[src/rtl/core/touch_wheel_wrap_guard_assert.svh]
// Assertion macros for the touch wheel wrap guard.
`ifndef TOUCH_WHEEL_WRAP_GUARD_ASSERT_SVH
`define TOUCH_WHEEL_WRAP_GUARD_ASSERT_SVH

// Checked on every clock edge outside reset.
`define TWWG_ASSERT(name, prop, msg) \
  name: assert property (@(posedge clk_i) disable iff (!rst_ni) (prop)) else $error(msg);

// Checked on every clock edge, reset included.
`define TWWG_ASSERT_ALWAYS(name, prop, msg) \
  name: assert property (@(posedge clk_i) (prop)) else $error(msg);

`endif

[src/rtl/core/twwg_pkg.sv]
// Types and constants shared by the touch wheel wrap guard.
package twwg_pkg;

  typedef enum logic {
    OpLocal  = 1'b0,
    OpRemote = 1'b1
  } op_e;

  typedef struct packed {
    op_e        op;
    logic [7:0] wheel_value;
  } in_item_t;

  typedef struct packed {
    logic        accepted;
    logic [7:0]  brightness;
    logic [26:0] ring_mask;
  } out_item_t;

  // Direction machine, one-hot.
  typedef enum logic [3:0] {
    DirCwTrack  = 4'b0001,
    DirCwBlock  = 4'b0010,
    DirCcwTrack = 4'b0100,
    DirCcwBlock = 4'b1000
  } dir_e;

  localparam logic [7:0]  JumpLimitReset  = 8'd100;
  localparam int unsigned RingLedsDefault = 24;
  localparam logic [7:0]  RingClampValue  = 8'd240;
  localparam logic [7:0]  RingFullValue   = 8'd255;

  // v / 11 == (v * 745) >> 13 for every 8-bit v
  localparam logic [17:0] DivElevenMul   = 18'd745;
  localparam int unsigned DivElevenShift = 13;

  // Shift register bit for each ring position.
  localparam logic [26:0] RingBits [24] = '{
    27'h0000008, 27'h0000004, 27'h0000002, 27'h0000001, 27'h0004000, 27'h0002000,
    27'h0001000, 27'h0000800, 27'h0000400, 27'h0000200, 27'h0000100, 27'h0400000,
    27'h0200000, 27'h0100000, 27'h0080000, 27'h0040000, 27'h0020000, 27'h0010000,
    27'h4000000, 27'h2000000, 27'h1000000, 27'h0000040, 27'h0000020, 27'h0000010
  };

endpackage

[src/rtl/core/touch_wheel_wrap_guard.sv]
// Touch wheel brightness tracker with wrap-around guard and LED ring drawing.
//
// Input channel (in_valid_i / in_stall_o / in_data_i): one item per transfer,
// either a local wheel sample or a remote brightness set. Output channel
// (out_valid_o / out_stall_i / out_data_o): exactly one result per item, in
// order: accept flag, current brightness and the 27-bit ring shift pattern.
// Config channel (cfg_valid_i / cfg_ready_o / cfg_data_i) writes jump_limit;
// it is always ready. The user must write it only while no item is in flight;
// the block does not enforce this.
//
// An item lands in the input register; the tracking logic then updates the
// state and loads the result register. The state update is a single
// compare-and-select step, so back-to-back items see each other's state.
// Throughput is one item per cycle; when the receiver stalls, the result
// register holds, and in_stall_o rises once the input register holds an item.
//
// Reset: brightness 0, ring dark, clockwise tracking enabled, jump_limit 100,
// both pipeline registers empty.
module touch_wheel_wrap_guard #(
  parameter int unsigned RING_LEDS = twwg_pkg::RingLedsDefault
) (
  input  logic                clk_i,
  input  logic                rst_ni,
  input  logic                in_valid_i,
  output logic                in_stall_o,
  input  twwg_pkg::in_item_t  in_data_i,
  output logic                out_valid_o,
  input  logic                out_stall_i,
  output twwg_pkg::out_item_t out_data_o,
  input  logic                cfg_valid_i,
  output logic                cfg_ready_o,
  input  logic [7:0]          cfg_data_i
);

  localparam logic [4:0] TopMax = 5'(RING_LEDS - 1);

  function automatic logic [26:0] draw_ring(logic [7:0] v);
    logic [7:0]  vc;
    logic [17:0] prod;
    logic [4:0]  top;
    logic [26:0] pat;
    vc   = (v > twwg_pkg::RingClampValue) ? twwg_pkg::RingFullValue : v;
    prod = 18'(vc) * twwg_pkg::DivElevenMul;
    top  = prod[twwg_pkg::DivElevenShift +: 5];
    if (top > TopMax) top = TopMax;
    pat = '0;
    for (int k = 0; k < RING_LEDS; k++) begin
      if (5'(k) <= top) pat |= twwg_pkg::RingBits[k];
    end
    return pat;
  endfunction

  logic [7:0]          jump_q;
  logic [7:0]          last_q, last_d;
  logic [7:0]          guard_q, guard_d;
  twwg_pkg::dir_e      dir_q, dir_d;
  logic                track_q, track_d;
  logic [26:0]         ring_q, ring_d;
  logic                acc_d;

  logic                s1_valid_q;
  twwg_pkg::in_item_t  s1_q;
  logic                out_valid_q;
  twwg_pkg::out_item_t out_q;

  logic                out_ready;
  logic                fire;
  logic                in_xfer;
  logic [7:0]          v;
  logic [7:0]          diff_last;
  logic [7:0]          diff_guard;

  assign cfg_ready_o = 1'b1;

  assign out_ready   = !out_valid_q || !out_stall_i;
  assign fire        = s1_valid_q && out_ready;
  assign in_stall_o  = s1_valid_q && !out_ready;
  assign in_xfer     = in_valid_i && !in_stall_o;
  assign out_valid_o = out_valid_q;
  assign out_data_o  = out_q;

  assign v          = s1_q.wheel_value;
  assign diff_last  = (v > last_q) ? v - last_q : last_q - v;
  assign diff_guard = (v > guard_q) ? v - guard_q : guard_q - v;

  always_comb begin
    last_d  = last_q;
    guard_d = guard_q;
    dir_d   = dir_q;
    track_d = track_q;
    ring_d  = ring_q;
    acc_d   = 1'b0;
    if (s1_q.op == twwg_pkg::OpRemote) begin
      last_d = v;
      ring_d = draw_ring(v);
      acc_d  = 1'b1;
    end else if (diff_last < jump_q && track_q) begin
      dir_d   = (v > last_q) ? twwg_pkg::DirCwTrack : twwg_pkg::DirCcwTrack;
      last_d  = v;
      guard_d = v;
      ring_d  = draw_ring(v);
      acc_d   = 1'b1;
    end else begin
      // large jump or tracking off: treat as seam crossing, wait for motion back
      unique case (dir_q)
        twwg_pkg::DirCwTrack: begin
          track_d = 1'b0;
          dir_d   = twwg_pkg::DirCwBlock;
          guard_d = v;
        end
        twwg_pkg::DirCwBlock: begin
          if (v < guard_q && diff_guard < jump_q) track_d = 1'b1;
          else guard_d = v;
        end
        twwg_pkg::DirCcwTrack: begin
          track_d = 1'b0;
          dir_d   = twwg_pkg::DirCcwBlock;
          guard_d = v;
        end
        twwg_pkg::DirCcwBlock: begin
          if (v > guard_q && diff_guard < jump_q) track_d = 1'b1;
          else guard_d = v;
        end
        default: begin
        end
      endcase
    end
  end

  always_ff @(posedge clk_i or negedge rst_ni) begin
    if (!rst_ni) begin
      jump_q      <= twwg_pkg::JumpLimitReset;
      last_q      <= '0;
      guard_q     <= '0;
      dir_q       <= twwg_pkg::DirCwTrack;
      track_q     <= 1'b1;
      ring_q      <= '0;
      s1_valid_q  <= 1'b0;
      out_valid_q <= 1'b0;
    end else begin
      if (cfg_valid_i && cfg_ready_o) jump_q <= cfg_data_i;
      if (fire) begin
        last_q  <= last_d;
        guard_q <= guard_d;
        dir_q   <= dir_d;
        track_q <= track_d;
        ring_q  <= ring_d;
      end
      if (in_xfer) s1_valid_q <= 1'b1;
      else if (fire) s1_valid_q <= 1'b0;
      if (fire) out_valid_q <= 1'b1;
      else if (!out_stall_i) out_valid_q <= 1'b0;
    end
  end

  always_ff @(posedge clk_i) begin
    if (in_xfer) s1_q <= in_data_i;
    if (fire) begin
      out_q.accepted   <= acc_d;
      out_q.brightness <= last_d;
      out_q.ring_mask  <= ring_d;
    end
  end

`include "touch_wheel_wrap_guard_assert.svh"

  `TWWG_ASSERT(a_blocked_when_untracked, !track_q |-> (dir_q == twwg_pkg::DirCwBlock || dir_q == twwg_pkg::DirCcwBlock), "tracking off outside a blocked state")
  `TWWG_ASSERT_ALWAYS(a_stall_needs_item, in_stall_o |-> s1_valid_q, "input stalled with empty input register")
  `TWWG_ASSERT(a_remote_accepted, (fire && s1_q.op == twwg_pkg::OpRemote) |=> (out_valid_q && out_q.accepted && out_q.brightness == last_q), "remote set not reported as accepted")
  `TWWG_ASSERT(a_out_held, (out_valid_q && out_stall_i) |=> (out_valid_q && $stable(out_q)), "stalled result changed")

endmodule

[config.mk]
export PLATFORM = sky130hd
export DESIGN_NAME = touch_wheel_wrap_guard
export DESIGN_NICKNAME = d
export VERILOG_FILES = /design/src/rtl/core/twwg_pkg.sv /design/src/rtl/core/touch_wheel_wrap_guard.sv
export VERILOG_INCLUDE_DIRS = /design/src /design/src/rtl/core
export SDC_FILE = /design/constraint.sdc
export NUM_CORES = 1
export LEC_CHECK = 0
export ABC_AREA = 1
export BUFFER_PORTS_ARGS = -buffer_cell sky130_fd_sc_hd__buf_2
export CAP_MARGIN = 15
export CORE_MARGIN = 2
export CORE_UTILIZATION = 40
export DETAILED_ROUTE_END_ITERATION = 7
export GPL_TIMING_DRIVEN = 1
export PLACE_DENSITY = 0.61
export SLEW_MARGIN = 20
export SYNTH_ARGS = -nofsm -noshare
export SYNTH_HDL_FRONTEND = slang
export SYNTH_SLANG_ARGS = --single-unit
[constraint.sdc]
create_clock -name clk_i -period 10.4 [get_ports clk_i]
set_input_delay 2.08 -clock clk_i [delete_from_list [all_inputs] [get_ports clk_i]]
set_output_delay 2.08 -clock clk_i [all_outputs]
set_load 0.1 [all_outputs]
Yosys cells after proc, flatten, opt, wreduce, memory -nomap -nowiden --
Index checks and enable logic that the tools add are counted.
Storage, ports and cells: bits in registers 103, output and inout bits 39
Cells by class: $add $sub $neg 4, $mul 1, magnitude comparators 55, equality and inequality tests 10, muxes and demuxes 173, bitwise logic cells 1, reduce and logical (&&, ||, !) cells 19
Operators with widths (count):
- $mux W27 | 77
- $mux W8 | 18
- $le A4 B5 Y1 const A | 16
- $le A5 B5 Y1 const A | 16
- $mux W26 | 2
- $mux W25 | 2
- $mux W23 | 2
- $mux W22 | 2
- $mux W21 | 2
- $le A3 B5 Y1 const A | 8
- $mux W20 | 2
- $mux W19 | 2
- $mux W18 | 2
- $mux W17 | 2
- $sub A8 B8 Y8 | 4
- $mux W15 | 2
- $mux W5 | 6
- $mux W14 | 2
- $mux W13 | 2
- $lt A8 B8 Y1 | 3
- $mux W12 | 2
- $mux W4 | 6
- $pmux W8 S3 | 1
- $mux W1 | 22
- other kinds (34) | 60

Longest topological paths before layout --
Gate-level depths: netlist of the first run.
depth in word-level cells 83, mapped depth 30, depth with buffers taken out 30

Least setup slack after synthesis of the first run --
No wires, ideal clock.
path kind input -> output, from input port out_stall_i, to output port in_stall_o, data arrival time 3.481 ns, data required time 8.320 ns, setup slack 4.839 ns, cell stages on the path 2, cell sequence nand2_1 > nor2_1
Between the ends: cells in the longest elaborated chain, start to end 4
Ends and longest elaborated chain:
- start, declared | RTL line touch_wheel_wrap_guard.sv:28 | input logic out_stall_i,
- $logic_not A1 Y1
- $logic_or A1 B1 Y1 | RTL line touch_wheel_wrap_guard.sv:75 | assign out_ready = !out_valid_q || !out_stall_i;
- $logic_not A1 Y1 | RTL line touch_wheel_wrap_guard.sv:77 | assign in_stall_o = s1_valid_q && !out_ready;
- $logic_and A1 B1 Y1 | RTL line touch_wheel_wrap_guard.sv:77
- end, declared | RTL line touch_wheel_wrap_guard.sv:25 | output logic in_stall_o,
No other way between the ends.

Final worst setup path of the first run --
from register s1_q (netlist bit v[7]), to register out_q (netlist bit out_data_o[16]), data pin
Between the ends: cells in the longest elaborated chain, start to end 29, elaborated cells between the ends (all ways) 48, classes of those cells add/sub: 2; mul: 1; order compare: 6; mux: 38; reduce/logical: 1
Ends and longest elaborated chain:
- start, declared | RTL line touch_wheel_wrap_guard.sv:62 | twwg_pkg::in_item_t s1_q;
- start signal, assigned | RTL line touch_wheel_wrap_guard.sv:157 | if (in_xfer) s1_q <= in_data_i;
- $gt A8 B8 Y1 | RTL line touch_wheel_wrap_guard.sv:42 | vc = (v > twwg_pkg::RingClampValue) ? twwg_pkg::RingFullValue : v;
- $mux W8 | RTL line touch_wheel_wrap_guard.sv:42
- $mul A8 B10 Y18 | RTL line touch_wheel_wrap_guard.sv:43 | prod = 18'(vc) * twwg_pkg::DivElevenMul;
- $gt A5 B5 Y1 | RTL line touch_wheel_wrap_guard.sv:45 | if (top > TopMax) top = TopMax;
- $mux W5 | RTL line touch_wheel_wrap_guard.sv:45
- $mux W5 | RTL line touch_wheel_wrap_guard.sv:97 | end else if (diff_last < jump_q && track_q) begin
- $mux W5 | RTL line touch_wheel_wrap_guard.sv:93 | if (s1_q.op == twwg_pkg::OpRemote) begin
- $le A5 B5 Y1 | RTL line touch_wheel_wrap_guard.sv:48 | if (5'(k) <= top) pat |= twwg_pkg::RingBits[k];
- [14 not listed]
- $mux W27 | RTL line touch_wheel_wrap_guard.sv:97
- $mux W27 | RTL line touch_wheel_wrap_guard.sv:93
- $mux W27 | RTL line touch_wheel_wrap_guard.sv:97
- $mux W27 | RTL line touch_wheel_wrap_guard.sv:93
- $mux W27 | RTL line touch_wheel_wrap_guard.sv:97
- $mux W27 | RTL line touch_wheel_wrap_guard.sv:93
- $mux W27 * | RTL line touch_wheel_wrap_guard.sv:93
- named net ring_d[16] | RTL line touch_wheel_wrap_guard.sv:58 | logic [26:0] ring_q, ring_d;
- end, declared | RTL line touch_wheel_wrap_guard.sv:64 | twwg_pkg::out_item_t out_q;
The timed path passes the listed nets; every way through them passes the cells marked *. The select of a mux whose other input is x is not followed. A chain may end at the register's enable or synchronous reset.

==> impl_results.md, run 1 <==
* Outcome: finished clean
* Critical Path End: out_data_o[16]
* Critical Path AT at about 5.7 ns
* Clk root buf: clkbuf_16
* Final worst clock skew at 0.01489 ns
* Number of synthesized flops with an enable pin at 45
* Leakage power total at roughly 4.1 nW
* Worst r2r src: v[7]
* Post-layout min period at ~5.6 ns
* Hold Slack at between 0.4 and 0.5 ns
* Fin nets at 1055
* Synth Net Count at about 1000
* H-tree depth at 3
* Drt pass-1 iters at 7
* CTS tree: done
* DRT iter0 DRCs at 425
* Via density at approximately 5.0
* FF-to-FF setup slack at about 4.8 ns
* TritonCTS Buffers at 9
* Required @ worst endpoint at between 10 and 15 ns
* Bufs on Longest Clock Path at 2
* CTS clk-pin slew, worst paths at around 0.080 ns
* Crit path capture type: register
* Die Ht at between 100 and 150 um
* Via count at 5752
* Die width at 139.4 um
* Worst slew margin at 0.4691
* # setup viols final at 0
* Slew @ Worst Pin at between 0.7 and 0.8 ns
* Power Density at 257.6 nW/um^2
* Ys flop type: dfrtp_1
* Synth Register Bits at 103
* Final Hold Vio Count at 0
* Sw Share at 0.5041
* CTS Hold Bufs at 0
* Row count at 49
* Mean Syn Cell Area at ~8.4 um^2
* Share of cells above drive strength 1 at 0.1318
* Cell Area, Placed at 7868 um^2
* Internal at approximately 1.0 mW
* Final period util at 0.5391
* Wirelength per Cell at around 14 um
* Total die area at between 15000 and 20000 um^2
* IO Count at roughly 60
* HP Class: register to register
* Setup Crit Path Kind: register to register
* Sequential Power Share at 0.271
* DPL Wire Length at about 12000 um
* Vias in the first global route at 5471
* Antenna violations before repair at 0
* Synth cell types at 45
* CP startpoint kind: register
* Placer Congestion at a little under 0.9
* Area delta synth->final at 11.48%
* Combinational share of power at 0.565
* First-pass GRT wire length at 27270 um
* IO Port Bufs at approximately 60
* Critical path origin: v[7]
* RSZ-0062 raised after global routing: no
* GRT Total Usage at 0.1751
* Post-synth ARST share at 0.5631
* Syn Std Cell Area at between 7000 and 8000 um^2
* Maxcap violations at 0
* Post-Layout Inst Area at 8179 um^2
* Worst VDD drop at around 130 uV
* Sink Count at between 100 and 150
* Global route overflow at 0
* N_diodes at 0
* Psw at approximately 1.1 mW
* ANT nets after route at 0
* DRC at 0
* Seq/Total Area, Yosys at 0.3828
* Reg2Reg Depth at 24
* Post-Synthesis Cells at a little under 900
* Most common cell after layout, fill and taps aside: nand2_1
* Core area at between 15000 and 20000 um^2
* Initial core utilization at 0.4084
* Clk_lat worst skew at roughly 0.36 ns
* Largest net degree at the start of global routing at just under 60
* Most frequent cells in the layout: 178 x nand2_1, 161 x inv_1, 83 x ha_1
* Power share of the clock group at 0.164
* Pins over their slew limit at 0
* Reg-to-Reg End: out_data_o[16]
* Post-CTS Setup Bufs at 0
* Crit-path max FO at 7
* Synthesis warning total at 0
* TNS Setup at 0 ns
* Resize count post-CTS at 0
* DRT Wirelength at between 15000 and 20000 um
* FMAX at between 150 and 200 MHz
final cells by class:
class / count / area (um^2)
inverter: 171 / 641.9
clock inverter: 7 / 81.33
tap: 229 / 286.5
timing repair buffer: 62 / 317.8
clock buffer: 9 / 225.2
multi-input combinational: 581 / 3817
fill: 1780 / 9784
sequential: 103 / 2809
registers in the layout, summed over array words and instances, names as in the netlist:
signal and cells:
dir_q 4, out_data_o 36, jump_q 8, s1_valid_q 1, track_q 1, v 8
s1_q 1, guard_q 8, ring_q 27, out_valid_o 1, last_q 8
logic make-up (layout without fill, tap and decap cells):
logic type               Yosys count  after routing  synth area share
adder cells (fa/ha/maj)          105            105            0.2016
AND/OR/NAND/NOR                  309            309            0.1842
AO/OA/AOI/OAI                    150            150            0.1127
buffers and inverters            190            249           0.09857
XOR/XNOR                          14             14           0.01671
multiplexers                       2              2          0.002899
flip-flops                       103            103            0.3828
other                              1              1         0.0005111
power groups by stage:
stage	clock network [mW]	logic (mW)	registers, mW
finish	0.345	1.19	0.571
global route	0.369	1.35	0.581
CTS	0.355	1.20	0.572
detailed placement	0	1.19	0.580
global placement	0	1.18	0.578
floorplan	0	0.737	0.788
cells in the mapped netlist, types with 2 or more instances:
| cell | instances | area share |
|---|---|---|
| nor3_1 | 9 | 0.0061 |
| o21a_1 | 2 | 0.0020 |
| o22ai_1 | 3 | 0.0026 |
| a21oi_1 | 51 | 0.035 |
| buf_2 | 5 | 0.0034 |
| o2111ai_1 | 2 | 0.0024 |
| ha_1 | 83 | 0.14 |
| a31oi_1 | 5 | 0.0043 |
| nor2_2 | 5 | 0.0043 |
| o21ai_1 | 20 | 0.014 |
| o21ai_2 | 2 | 0.0024 |
| dfrtp_1 | 53 | 0.18 |
| nand3b_1 | 2 | 0.0020 |
| nand2_2 | 10 | 0.0085 |
| a22oi_1 | 5 | 0.0051 |
| o21bai_1 | 6 | 0.0061 |
| dfstp_2 | 5 | 0.018 |
| inv_2 | 10 | 0.0051 |
| nand3_1 | 35 | 0.024 |
| xor2_1 | 10 | 0.012 |
| nor2_1 | 50 | 0.026 |
| fa_1 | 22 | 0.060 |
| edfxtp_1 | 45 | 0.18 |
| inv_1 | 161 | 0.082 |
| nand2_4 | 2 | 0.0031 |
| or2_2 | 2 | 0.0017 |
| nand2_1 | 178 | 0.091 |
| o21ai_0 | 50 | 0.034 |
| nor2_4 | 3 | 0.0046 |
| nand4_1 | 9 | 0.0077 |
| clkbuf_1 | 12 | 0.0061 |
| xnor2_1 | 4 | 0.0048 |
critical path, cell delays in order, from the launching register on:
cell,delay (ns)
edfxtp_1,0.60
ha_1,0.35
inv_2,0.09
nor2_2,0.12
nand2_2,0.12
nand2_2,0.16
inv_1,0.11
fa_1,0.50
inv_1,0.05
ha_1,0.29
fa_1,0.54
inv_1,0.06
fa_1,0.53
inv_1,0.04
ha_1,0.33
a21oi_1,0.20
o21ai_0,0.10
a31oi_1,0.20
nand2_1,0.08
nand2_1,0.07
nand2_2,0.12
nand3_4,0.16
nand3_1,0.14
o21ai_1,0.30
nand2_1,0.08
metal layers:
layer	vias to the layer above	routed length, um	track usage
li1	2923	-	-
met1	2683	7884	0.2507
met2	129	7435	0.2768
met3	17	667	0.02168
met4	0	295	0.05742
met5	-	0	0
worst min-delay path by stage:
| stage | start | endpoint | slack (ns) | depth (start not counted) |
|---|---|---|---|---|
| finish | ring_q[3] | ring_q[3] | 0.46 | 2 |
| global route | ring_q[24] | ring_q[24] | 0.50 | 2 |
| CTS | ring_q[3] | ring_q[3] | 0.47 | 2 |
| detailed placement | ring_q[3] | ring_q[3] | 0.45 | 2 |
| global placement | ring_q[3] | ring_q[3] | 0.44 | 2 |
| floorplan | ring_q[3] | ring_q[3] | 0.42 | 2 |
stage by stage:
step / total power, mW / setup WS [ns] / instances / util
3_3_place_gp: 1.760 / 4.641 / 1146 / 0.4380
6_report: 2.107 / 4.794 / 1162 / 0.4553
2_1_floorplan: 1.525 / 4.839 / 874 / -
5_1_grt: 2.297 / 4.082 / 1162 / 0.4553
4_1_cts: 2.123 / 4.403 / 1162 / 0.4550
3_5_place_dp: 1.769 / 4.451 / 1146 / 0.4380
No activity file was read; power rests on OpenSTA's default activity.
==> run 2, diff against run 1 <==
--- a/config.mk
+++ b/config.mk
@@ -6,14 +6,14 @@
 export SDC_FILE = /design/constraint.sdc
 export NUM_CORES = 1
 export LEC_CHECK = 0
-export ABC_AREA = 1
+export ABC_AREA = 0
 export BUFFER_PORTS_ARGS = -buffer_cell sky130_fd_sc_hd__buf_2
 export CAP_MARGIN = 15
 export CORE_MARGIN = 2
 export CORE_UTILIZATION = 40
 export DETAILED_ROUTE_END_ITERATION = 7
 export GPL_TIMING_DRIVEN = 1
-export PLACE_DENSITY = 0.61
+export PLACE_DENSITY = 0.63
 export SLEW_MARGIN = 20
 export SYNTH_ARGS = -nofsm -noshare
 export SYNTH_HDL_FRONTEND = slang
==> constraint.sdc (replaced) <==
create_clock -name clk_i -period 5.1 [get_ports clk_i]
set_input_delay 1.02 -clock clk_i [delete_from_list [all_inputs] [get_ports clk_i]]
set_output_delay 1.02 -clock clk_i [all_outputs]
set_load 0.1 [all_outputs]
==> impl_results.md, run 2 <==
* Number of flip-flops in the largest register at 36 (unchanged)
* Number of synthesized flops with an enable pin at 45 (unchanged)
* Dominant cells by area after synthesis: edfxtp_1 19%, dfrtp_1 19%, ha_1 15%, fa_1 6.3%, inv_1 4.9%
* FMAX at 196.3 MHz (+10%)
* IO Port Bufs at 59 (unchanged)
* DP Worst Slack at -0.2080 ns (-4.659 ns)
* Global route overflow at 0 (unchanged)
* Most frequent cells in the layout: 84 x inv_1, 76 x ha_1, 67 x buf_4
* Xor/xnor share of the synthesized area at 0.02995 (+0.01324)
* CTS tree: done
* First-pass GRT wire length at 25990 um (-4.7%)
* H-tree depth at 3 (unchanged)
* Share of cells above drive strength 1 at 0.3202 (+0.1884)
* Final Hold Vio Count at 0 (unchanged)
* Post-Synthesis Cells at 699 (-20%)
* Die width at 136.1 um (-2.4%)
* Die Ht at 136.1 um (-2.4%)
* Final period util at 0.9988 (+0.4598)
* Sequential cell area at 2809 um^2 (unchanged)
* ANT nets after route at 0 (unchanged)
* Commonest cells in the netlist: 92 x inv_1, 83 x ha_1, 69 x o21ai_0
* Worst r2r src: v[3]
* Final Core Density at 0.5320 (+0.07666)
* Required @ worst endpoint at 5.22 ns (-5.28 ns)
* DRT Wirelength at 16660 um (+2.3%)
* Worst slew margin at 0.4000 (-0.06904)
* Reg2Reg Depth at 21 (-13%)
* Setup Crit Path Kind: register to register
* Mean Syn Cell Area at 9.981 um^2 (+19%)
* Maxcap violations at 0 (unchanged)
* Pins over their slew limit at 0 (unchanged)
* Placer Congestion at 0.8596 (-2.0%)
* DRC at 0 (unchanged)
* Mux cell area share after synthesis at 0.03730 (+0.03440)
* Count leader, synth: inv_1
* Ys flop type: dfrtp_1
* Worst Hold End: ring_q[3]
* N_diodes at 0 (unchanged)
* Antenna violations before repair at 0 (unchanged)
* Clk_lat worst skew at 0.36 ns (about the same)
* DPL Wire Length at 11770 um (-5.7%)
* Crit path capture type: register
* Seq/Total Area, Yosys at 0.4026 (+0.01977)
* Syn Std Cell Area at 6977 um^2 (-4.9%)
* Synth Net Count at 826 (-17%)
* Clk root buf: clkbuf_16
* Wirelength per Cell at 15.65 um (+12%)
* Simple-Gate Fraction of Synth Area at 0.09720 (-0.08697)
* Total die area at 18510 um^2 (-4.8%)
* CTS Hold Bufs at 0 (unchanged)
* Crit-path max FO at 6 (-1)
* Multi-input combinational cell area at 4207 um^2 (+10%)
* RSZ-0062 raised after global routing: yes
* Post-Synth Adder-Cell Area at 0.2120 (+0.01041)
* # setup viols final at 0 (unchanged)
* HP Class: register to register
* Synth Register Bits at 103 (unchanged)
* CP startpoint kind: register
* FF-to-FF setup slack at 0.006 ns (-4.79 ns)
* Largest net degree at the start of global routing at 59 (unchanged)
* Core area at 17180 um^2 (-4.4%)
* Vias in the first global route at 5233 (-4.4%)
* Via count at 5446 (-5.3%)
* IO Count at 61 (unchanged)
* Reg-to-Reg End: out_data_o[0]
* Critical Path AT at 5.21 ns (-0.50 ns)
* Filler cells at 1534 (-14%)
* Yosys top cell by area: edfxtp_1
* Synth cell types at 61 (+36%)
* Initial core utilization at 0.4062 (-0.002265)
* Synth Area in Compound Gates at 0.1562 (+0.04348)
* Slew @ Worst Pin at 0.8990 ns (+0.1026 ns)
* CTS clk-pin slew, worst paths at 0.07 ns (about the same)
* Hold path start: ring_q[3]
* Critical path origin: v[3]
* Largest family of logic cells by synthesized area: adder cells
* Final worst clock skew at 0.009553 ns (-0.005333 ns)
* Synthesis warning total at 0 (unchanged)
* Sink Count at 103 (unchanged)
* Fin nets at 962 (-8.8%)
* DRT iter0 DRCs at 291 (-32%)
* Min setup slack post-route at 0.005885 ns (-4.788 ns)
* Drt pass-1 iters at 4 (-3)
* Outcome: finished clean
* Via density at 5.114 (+3.3%)
* Area delta synth->final at 30.97%
* Bufs on Longest Clock Path at 2 (unchanged)
* Share of the synthesized area in the top cell type at 0.1937 (+0.009513)
* WHS Path Cells at 1 (-1)
* TritonCTS Buffers at 9 (unchanged)
* Most common cell after layout, fill and taps aside: inv_1
* Post-layout min period at 5.094 ns (-0.5121 ns)
* Post-synth ARST share at 0.5631 (unchanged)
* GRT Total Usage at 0.1802 (+0.005106)
* Row count at 48 (-2.0%)
-- run 2: cell count changes after synthesis, sizes merged, moves of 16 or more --
cell / before / now
mux2i: 1 / 17
nand2: 190 / 63
a21oi: 52 / 29
inv: 171 / 93
nor2: 58 / 37
nand3: 37 / 9
a31oi: 5 / 22
-- run 2: cells by family (layout without fill, tap and decap cells) --
kind of cell / Yosys count / in the layout
AOI/OAI and AO/OA: 176 / 176
xor gates and xnor gates: 23 / 23
adders and majority gates: 105 / 105
buffers and inverters: 118 / 258
DFF: 103 / 103
muxes: 25 / 25
other: 1 / 1
and+or+nand+nor: 148 / 149
-- run 2: area by class of cell --
class                           count  share of cell area
Multi-Input combinational cell    479              0.4604
Sequential cell                   103              0.3074
Timing Repair Buffer              149              0.1280
Tap cell                          225             0.03081
Clock inverter                      6            0.008490
Clock buffer                       10             0.02506
Inverter                           93             0.03985
-- run 2: worst max-delay path by stage --
stage / to / slack (ns)
after floorplan: out_data_o[0] / -0.1
after global placement: out_data_o[0] / -0.19
after detailed placement: ring_q[5] / -0.21
after CTS: out_data_o[1] / -0.10
after global routing: out_data_o[0] / -0.22
final: out_data_o[0] / 0.006
-- run 2: layer usage --
| layer | part of all wire | GRT usage |
|---|---|---|
| met1 | 0.47 | 0.2537 |
| met3 | 0.034 | 0.03207 |
| met4 | 0.016 | 0.05961 |
| met5 | 0 | 0 |
| met2 | 0.48 | 0.2808 |
-- run 2: metrics by stage --
stage / setup TNS [ns] / cells / cell area (um^2) / hold slack [ns]
finish: 0 / 1065 / 9138 / 0.4718
global route: -5.912 / 1065 / 9138 / 0.5051
CTS: -0.5543 / 1041 / 8464 / 0.4769
detailed placement: -5.547 / 1016 / 7974 / 0.4565
global placement: -2.768 / 1016 / 7974 / 0.4488
floorplan: -0.4492 / 699 / 7041 / 0.4278
-- run 2: critical path, stage by stage, from the launching register on --
cell and delay, ns:
edfxtp_1 0.45, nor4_4 0.33, nor2_1 0.08, nor2_2 0.13, inv_2 0.07, ha_4 0.27, inv_2 0.04, fa_1 0.50
inv_1 0.05, fa_1 0.48, inv_1 0.05, fa_1 0.49, inv_2 0.05, ha_4 0.25, nand4_1 0.19, nor3_4 0.27
a21oi_2 0.11, o21ai_2 0.20, a21oi_4 0.11, xnor2_4 0.15, or3_4 0.41, o22a_1 0.17
-- run 2: repair_timing --
item | 4_1_cts | 5_1_grt
setup endpoints to repair | 57 | 70
cloned | 3 | 5
resized for setup | 25 | 136
setup buffers | 6 | 21
pin swaps | 14 | 37
Power of run 2 is not shown: default switching activity piles up to over one toggle a cycle in this logic, so the estimate is an artifact.
==> run 3, diff against run 2 <==
--- a/config.mk
+++ b/config.mk
@@ -18,3 +18,4 @@
 export SYNTH_ARGS = -nofsm -noshare
 export SYNTH_HDL_FRONTEND = slang
 export SYNTH_SLANG_ARGS = --single-unit
+export TNS_END_PERCENT = 100
==> constraint.sdc (replaced) <==
create_clock -name clk_i -period 5.1 [get_ports clk_i]
set_input_delay 0.255 -clock clk_i [delete_from_list [all_inputs] [get_ports clk_i]]
set_output_delay 0.255 -clock clk_i [all_outputs]
set_load 0.1 [all_outputs]
==> impl_results.md, run 3 (same netlist as run 2, synthesis figures left out) <==
* Via count at 5359 (-1.6%)
* Crit-path max cell delay at 0.49 ns (about the same)
* Reg2Reg Depth at 21 (unchanged)
* Pins over their slew limit at 0 (unchanged)
* Cell Area, Placed at 7974 um^2 (unchanged)
* Die width at 136.1 um (unchanged)
* Critical Path AT at 5.17 ns (-0.04 ns)
* Maxcap violations at 0 (unchanged)
* Crit-path max FO at 5 (-1)
* # setup viols final at 0 (unchanged)
* DP Worst Slack at -0.1342 ns (+0.07379 ns)
* Slew @ Worst Pin at 0.7990 ns (-0.09998 ns)
* Final worst clock skew at 0.009477 ns (-0.00007536 ns)
* IO Count at 61 (unchanged)
* Post-Layout Inst Area at 8803 um^2 (-3.7%)
* Die Ht at 136.1 um (unchanged)
* Slowest-stage cell, CP: fa_1
* DRT iter0 DRCs at 350 (+20%)
* Number of flip-flops in the largest register at 36 (unchanged)
* Clk root buf: clkbuf_16
* FF-to-FF setup slack at 0.04 ns (+0.03 ns)
* ANT nets after route at 0 (unchanged)
* Largest net degree at the start of global routing at 59 (unchanged)
* Most frequent cells in the layout: 87 x inv_1, 78 x ha_1, 69 x buf_4
* Fin nets at 954 (-0.83%)
* GRT Total Usage at 0.1745 (-0.005634)
* Worst slew margin at 0.4673 (+0.06732)
* Final period util at 0.9928 (-0.006088)
* Placer Congestion at 0.8491 (-1.2%)
* Global route overflow at 0 (unchanged)
* TritonCTS Buffers at 9 (unchanged)
* Core area at 17180 um^2 (unchanged)
* DRT Wirelength at 16020 um (-3.8%)
* Initial core utilization at 0.4062 (unchanged)
* Drt pass-1 iters at 7 (+3)
* Via density at 5.070 (-0.85%)
* Min setup slack post-route at 0.03694 ns (+0.03105 ns)
* Critical path origin: v[3]
* CTS tree: done
* Outcome: finished clean
* Post-layout min period at 5.063 ns (-0.03105 ns)
* Bufs on Longest Clock Path at 2 (unchanged)
* Required @ worst endpoint at 5.21 ns (about the same)
* DPL Wire Length at 11550 um (-1.9%)
* Placed cells at 1016 (unchanged)
* Clk_lat worst skew at 0.36 ns (about the same)
* Area delta synth->final at 26.18%
* HP Class: input pin to asynchronous set/reset pin
* Worst r2r src: v[3]
* CP startpoint kind: register
* Share of cells above drive strength 1 at 0.2776 (-0.04259)
* Reg-to-Reg End: out_data_o[20]
* N_diodes at 0 (unchanged)
* IO Port Bufs at 59 (unchanged)
* Sink Count at 103 (unchanged)
* First-pass GRT wire length at 25340 um (-2.5%)
* Final Hold Vio Count at 0 (unchanged)
* Cells along the critical path: nor4_4, buf_4, o21ai_1, ha_1, inv_1, fa_1, inv_1, fa_1, inv_1, fa_1, inv_2, ha_4, nand4_1, nor3_2, a21oi_2, o21ai_2, a21oi_4, xnor2_4, buf_6, a21o_1, mux2_4
* Vias in the first global route at 5007 (-4.3%)
* Crit path capture type: register
* Row count at 48 (unchanged)
* CTS clk-pin slew, worst paths at 0.08 ns (about the same)
* RSZ-0062 raised after global routing: yes
* Setup Crit Path Kind: register to register
* Antenna violations before repair at 0 (unchanged)
* DRC at 0 (unchanged)
* Total die area at 18510 um^2 (unchanged)
* H-tree depth at 3 (unchanged)
* Wirelength per Cell at 15.16 um (-3.1%)
* Post-route insts no fill at 1057 (-0.75%)
* Most common cell after layout, fill and taps aside: inv_1
* FMAX at 197.5 MHz (+0.61%)
==> run 3: cell count changes in the layout (fill, tap and decap cells not counted), sizes merged <==
cell and change:
clkinvlp +1, clkinv -2, clkbuf -1, buf -7, inv +2, bufinv -1
==> run 3: layer usage <==
metal  vias to the layer above  GRT usage  share of wire
met1                      2552     0.2547           0.48
met2                       108     0.2680           0.46
li1                       2685          -              -
met5                         -          0              0
met4                         0    0.04572          0.013
met3                        14    0.02983          0.039
==> run 3: area by class of cell <==
class,instances,area (um^2)
Tap cell,225,281.5
Multi-Input combinational cell,479,4024
Clock inverter,6,57.56
Inverter,93,361.6
Clock buffer,10,239.0
Sequential cell,103,2809
Timing Repair Buffer,141,1031
Fill cell,1528,8373
==> run 3: worst max-delay path by stage <==
stage,to,slack [ns],depth (start not counted)
after global routing,out_data_o[12],-0.21,21
after CTS,out_data_o[20],-0.03,22
final,out_data_o[20],0.04,21
after floorplan,out_data_o[0],-0.1,22
after detailed placement,out_data_o[0],-0.13,20
after global placement,out_data_o[1],-0.04,21
==> run 3: through the flow <==
| step | hold WS (ns) | setup TNS, ns | util |
|---|---|---|---|
| 6_report | 0.05442 | 0 | 0.5125 |
| 2_1_floorplan | -0.04059 | -0.4492 | - |
| 5_1_grt | 0.05679 | -4.333 | 0.5125 |
| 3_5_place_dp | 0.4331 | -2.811 | 0.4642 |
| 3_3_place_gp | 0.4321 | -0.1825 | 0.4642 |
| 4_1_cts | 0.05858 | -0.1085 | 0.4899 |
==> run 3: repair_timing <==
action,CTS,global route
hold endpoints to repair,0,0
hold buffers,0,0
buffers inserted,10,10
resized for setup,16,71
pin swaps,11,13
cloned,1,4
setup endpoints to repair,48,73
==> run 3: critical path: cells and delay by family, from the launching register on <==
| kind | cells | cell delay [ns] |
|---|---|---|
| DFF | 1 | 0.44 |
| xor gates and xnor gates | 1 | 0.16 |
| and+or+nand+nor | 3 | 0.76 |
| muxes | 1 | 0.25 |
| buffers and inverters | 6 | 0.54 |
| adders and majority gates | 5 | 1.98 |
| AOI/OAI and AO/OA | 5 | 0.70 |
Power of run 3 is left out for the same reason.
